<file path="config.mk">
export PLATFORM = sky130hd
export DESIGN_NAME = orf_ctrl
export DESIGN_NICKNAME = d
export VERILOG_FILES = /design/src/rtl/orf_pkg.sv /design/src/rtl/orf_ctrl.sv
export SDC_FILE = /design/constraint.sdc
export NUM_CORES = 1
export LEC_CHECK = 0
export BUFFER_PORTS_ARGS = -buffer_cell sky130_fd_sc_hd__buf_4
export CORE_AREA = 2 2 39 41
export DETAILED_ROUTE_END_ITERATION = 16
export DIE_AREA = 0 0 41 43
export HOLD_SLACK_MARGIN = 0.15
export PLACE_DENSITY_LB_ADDON = 0.2
export SLEW_MARGIN = 20
export SYNTH_ARGS = -nofsm -noshare
export SYNTH_HDL_FRONTEND = slang
export SYNTH_SLANG_ARGS = --single-unit
</file>
<file path="constraint.sdc">
create_clock -name clk -period 1.5 [get_ports clk]
set_clock_uncertainty 0.2 [all_clocks]
set_input_delay 0.225 -clock clk [delete_from_list [all_inputs] [get_ports clk]]
set_output_delay 0.225 -clock clk [all_outputs]
set_load 0.1 [all_outputs]
</file>
<file path="src/rtl/orf_pkg.sv">
// orf_pkg: shared types and constants for the overlap redundancy filter
// used by orf_ctrl, orf_dp and overlap_redundancy_filter; no dependencies
package orf_pkg;

	localparam int MAX_RECORDS = 1024;
	localparam int IDX_W = $clog2(MAX_RECORDS);
	localparam int CNT_W = $clog2(MAX_RECORDS + 1);
	localparam int ID_W = 32;
	localparam int LEN_W = 16;
	localparam int SCORE_W = 8;
	localparam int KIND_W = 3;

	localparam logic [1:0] MARK_NONE = 2'b00;
	localparam logic [1:0] MARK_FWD = 2'b01;
	localparam logic [1:0] MARK_BOTH = 2'b11;

	localparam logic ACT_LOAD = 1'b0;
	localparam logic ACT_FETCH = 1'b1;

	typedef struct packed {
		logic               action;
		logic [ID_W-1:0]    first_read;
		logic [ID_W-1:0]    second_read;
		logic [KIND_W-1:0]  overlap_kind;
		logic [LEN_W-1:0]   first_length;
		logic [LEN_W-1:0]   second_length;
		logic [SCORE_W-1:0] error_score;
	} req_t;

	typedef struct packed {
		logic               valid_res;
		logic               is_last;
		logic [ID_W-1:0]    out_first_read;
		logic [ID_W-1:0]    out_second_read;
		logic [KIND_W-1:0]  out_kind;
		logic [LEN_W-1:0]   out_first_length;
		logic [LEN_W-1:0]   out_second_length;
		logic [SCORE_W-1:0] out_score;
		logic               overflowed;
	} rsp_t;

	typedef struct packed {
		logic [ID_W-1:0]    first_read;
		logic [ID_W-1:0]    second_read;
		logic [KIND_W-1:0]  kind;
		logic [LEN_W-1:0]   first_len;
		logic [LEN_W-1:0]   second_len;
		logic [SCORE_W-1:0] score;
	} rec_t;

	typedef enum logic [2:0] {
		ST_IDLE,
		ST_FWD_RD,
		ST_FWD_EV,
		ST_BWD_RD,
		ST_BWD_EV,
		ST_SCAN_RD,
		ST_SCAN_EV
	} state_t;

	typedef enum logic [1:0] {
		AM_FWD,
		AM_BWD,
		AM_SCAN
	} addr_mode_t;

	typedef struct packed {
		logic       load;
		logic       fwd_init;
		logic       fwd_eval;
		logic       bwd_init;
		logic       bwd_eval;
		logic       scan_init;
		logic       scan_next;
		logic       emit;
		addr_mode_t addr_mode;
	} cmd_t;

	typedef struct packed {
		logic phase_fetch;
		logic idx_end;
		logic idx_zero;
		logic ptr_end;
		logic found;
	} sts_t;

endpackage

</file>
<file path="src/rtl/orf_ctrl.sv">
// orf_ctrl: sequencer for loads, the two filter passes and the fetch scan
// depends on orf_pkg; drives commands into orf_dp
module orf_ctrl import orf_pkg::*; (
	input  logic clk,
	input  logic arst_n,
	input  logic req_valid,
	input  logic req_action,
	input  logic slot_free,
	input  sts_t sts,
	output logic req_stall,
	output cmd_t cmd
);

	state_t state_q, state_d;

	always_ff @(posedge clk or negedge arst_n) begin
		if (!arst_n) begin
			state_q <= ST_IDLE;
		end else begin
			state_q <= state_d;
		end
	end

	always_comb begin
		state_d = state_q;
		cmd = '0;
		cmd.addr_mode = AM_SCAN;
		req_stall = 1'b1;
		case (state_q)
			ST_IDLE: begin
				req_stall = 1'b0;
				if (req_valid) begin
					if (req_action == ACT_LOAD) begin
						cmd.load = 1'b1;
					end else if (sts.phase_fetch) begin
						state_d = ST_SCAN_RD;
					end else begin
						cmd.fwd_init = 1'b1;
						state_d = ST_FWD_RD;
					end
				end
			end
			ST_FWD_RD: begin
				cmd.addr_mode = AM_FWD;
				if (sts.idx_end) begin
					cmd.bwd_init = 1'b1;
					state_d = ST_BWD_RD;
				end else begin
					state_d = ST_FWD_EV;
				end
			end
			ST_FWD_EV: begin
				cmd.addr_mode = AM_FWD;
				cmd.fwd_eval = 1'b1;
				state_d = ST_FWD_RD;
			end
			ST_BWD_RD: begin
				cmd.addr_mode = AM_BWD;
				if (sts.idx_zero) begin
					cmd.scan_init = 1'b1;
					state_d = ST_SCAN_RD;
				end else begin
					state_d = ST_BWD_EV;
				end
			end
			ST_BWD_EV: begin
				cmd.addr_mode = AM_BWD;
				cmd.bwd_eval = 1'b1;
				state_d = ST_BWD_RD;
			end
			ST_SCAN_RD: begin
				if (sts.ptr_end) begin
					if (slot_free) begin
						cmd.emit = 1'b1;
						state_d = ST_IDLE;
					end
				end else begin
					state_d = ST_SCAN_EV;
				end
			end
			ST_SCAN_EV: begin
				if (sts.found) begin
					if (slot_free) begin
						cmd.emit = 1'b1;
						cmd.scan_next = 1'b1;
						state_d = ST_IDLE;
					end
				end else begin
					cmd.scan_next = 1'b1;
					state_d = ST_SCAN_RD;
				end
			end
			default: begin
				state_d = ST_IDLE;
			end
		endcase
	end

endmodule

</file>
==> results.cfg <==
[setup_path]
rr_startpoint = state_q[1]$_DFFE_PN0P_
crit_fanout = 7
crit_required_ps = 1070
critPathSlowestCell = dfrtp_2
reg2reg_to = state_q[2]$_DFFE_PN0P_
cpPeakStageDelay_ps = 450
start_kind = flip-flop
crit_arrival_ps = 1420
worstSetupPathType = reg2out
cp-end-kind = primary output
critPathTopFamily = simple AND/OR/NAND/NOR gates
r2r_setup_slack_ps = -90
r2r_cells = 4
cp_cell_sequence = nor2_4 > nand3b_1 > nor3b_4 > buf_12
worst-path-buf-inv = 1

[cells_and_area]
registers.top_by_ff_count = state_q
area_growth_pct = 166
diodes = 0
reg_top3 = state_q x3
drive_gt1_share_pct = 69.4
largest_register_ffs = 3
nNetsFinal = 96

[die]
start_util_pct = 25.9
die_w_um = 41
rows = 14
coreArea_um2 = 1380
ios = 21
die_h_um = 43
dieArea_um2 = 1760

[yosys]
yosys_register_bits = 3
syn_area_um2 = 359
ys_warn_count = 0
synth_top_cells_by_count = nand2_1 (7), a21oi_1 (5), nand3b_1 (4)
synthAdderAreaFrac_pct = 0
yosysMostFrequentCell = nand2_1
synth_edf_count = 0
syn_inst = 49
seq_area_frac_synth_pct = 20.9
synth_xor_area_share_pct = 0
postSynth.asyncResetShare_pct = 100
synth_top_area_cell = dfrtp_1
synth_flop_cell = dfrtp_1
synthSimpleGateAreaFrac_pct = 41.5
synth_top_family_by_area = simple AND/OR/NAND/NOR gates
synth_top_area_share_pct = 20.9
yosys.cell_types.count = 25
synth_compound_area_share_pct = 23.3
synthTopCellsByArea = dfrtp_1 (21%), nand3b_1 (8.4%), nand2_1 (7.3%)
synthMuxAreaShare_pct = 5.92
syn-num-nets = 59
avgSynthCellArea_um2 = 7.33

[hold_path]
hp-class = in2reg
hold_start = slot_free
worstHoldPathCells = 4
hold_end = state_q[1]$_DFFE_PN0P_

[status]
status = finished with violations
violations = negative setup slack

[placed_design]
routabilityCongestion = 0.739
dp_hpwl_um = 824
io_buffer_count = 20

[route]
viasPerCell = 4.90
drtIter0Drc = 12
ant_nets = 0
wl_um = 1250
wl_per_cell_um = 12.4
drc = 0
first_pass_iters = 4
vias = 495

[cts]
tritoncts = built
cts.sinks = 3
clk_latency_ps = 240
cts-root-buf = clkbuf_4
clk_pin_slew_ps = 40
cts_buffers = 3
htreeDepth = 1
clock_path_buffers = 2

[global_route]
grt_pass1_vias = 441
grt_pass1_wl_um = 2010
grt_max_degree = 10
grtUsageTotal_pct = 17.3
grt.overflow.total = 0
antenna_found_initial = 0

[sta]
setup_viol_count_final = 13
setup_ws_ps = -348
rsz0062_at_grt = true
min_period_over_period_pct = 123
fmax_ghz = 0.541
period_needed_ps = 1850
slew_viol_final = 0
hold_ws_ps = 145
hold_viol = 0
slew_headroom_pct = 75.3
tightest_slew_ps = 369

[job]
cap_violations = 0
[area by class of cell]
cell class | count | area, um^2
inverters | 1 | 3.75
flip-flops and latches | 3 | 77.6
well taps | 16 | 20.0
clock buffers | 4 | 26.3
multi-input cells | 41 | 394
fillers | 114 | 429
repair buffers | 36 | 433
[how the worst max path moves through the flow]
stage / from / end / slack [ps] / depth (start not counted)
2_1_floorplan: state_q[1]$_DFFE_PN0P_ / cmd[8] / -540 / 4
3_3_place_gp: state_q[1]$_DFFE_PN0P_ / cmd[2] / -170 / 4
3_5_place_dp: state_q[1]$_DFFE_PN0P_ / cmd[2] / -170 / 4
4_1_cts: state_q[0]$_DFFE_PN0P_ / cmd[8] / -330 / 4
5_1_grt: state_q[0]$_DFFE_PN0P_ / cmd[8] / -400 / 4
6_report: state_q[0]$_DFFE_PN0P_ / cmd[8] / -350 / 4
[cells by family (layout without fill, tap and decap cells)]
family / after synthesis / after routing
AO/OA/AOI/OAI: 13 / 13
buffers and inverters: 5 / 41
flip-flops: 3 / 3
multiplexers: 2 / 2
AND/OR/NAND/NOR: 26 / 26
[what timing repair did]
action,in CTS,in global routing
pin swaps,1,5
hold buffers,4,0
buffers inserted,2,3
setup endpoints to repair,13,13
gates resized for setup,42,6
endpoints found under the hold margin,5,0
[metrics by stage]
stage / instance area (um^2) / util (%) / cells / setup WS (ps) / TNS (ps)
finish: 955 / 69.0 / 101 / -348 / -3050
global route: 955 / 69.0 / 101 / -403 / -3640
CTS: 912 / 65.9 / 98 / -330 / -2910
detailed placement: 659 / 47.6 / 88 / -169 / -1170
global placement: 659 / 47.6 / 88 / -169 / -1150
floorplan: 478 / - / 49 / -537 / -2980
[cell usage in the layout (no fill, tap or decap), types with 2 or more instances in the layout]
cell type / instances
a21oi_4: 2
buf_4: 17
a21oi_1: 2
dlygate4sd3_1: 4
nand3b_1: 4
nand2_1: 4
dfrtp_2: 2
nand2_2: 2
nand3_1: 2
clkbuf_4: 3
nor2_4: 2
buf_12: 11
nor3b_4: 2
buf_6: 4
[layer usage]
layer	track usage (%)	wire length, um
met3	5.24	79
met5	0	0
met4	4.00	0
met1	19.5	448
met2	30.0	720
[worst reg2reg max path, delay by kind of cell, from the launching register on]
| family | cells | cell delay [ps] |
|---|---|---|
| AO/OA/AOI/OAI | 2 | 220 |
| flip-flops | 1 | 450 |
| buffers and inverters | 1 | 140 |
| AND/OR/NAND/NOR | 1 | 440 |
Power is not shown: default switching activity piles up to over one toggle a cycle in this logic, so the estimate is an artifact.
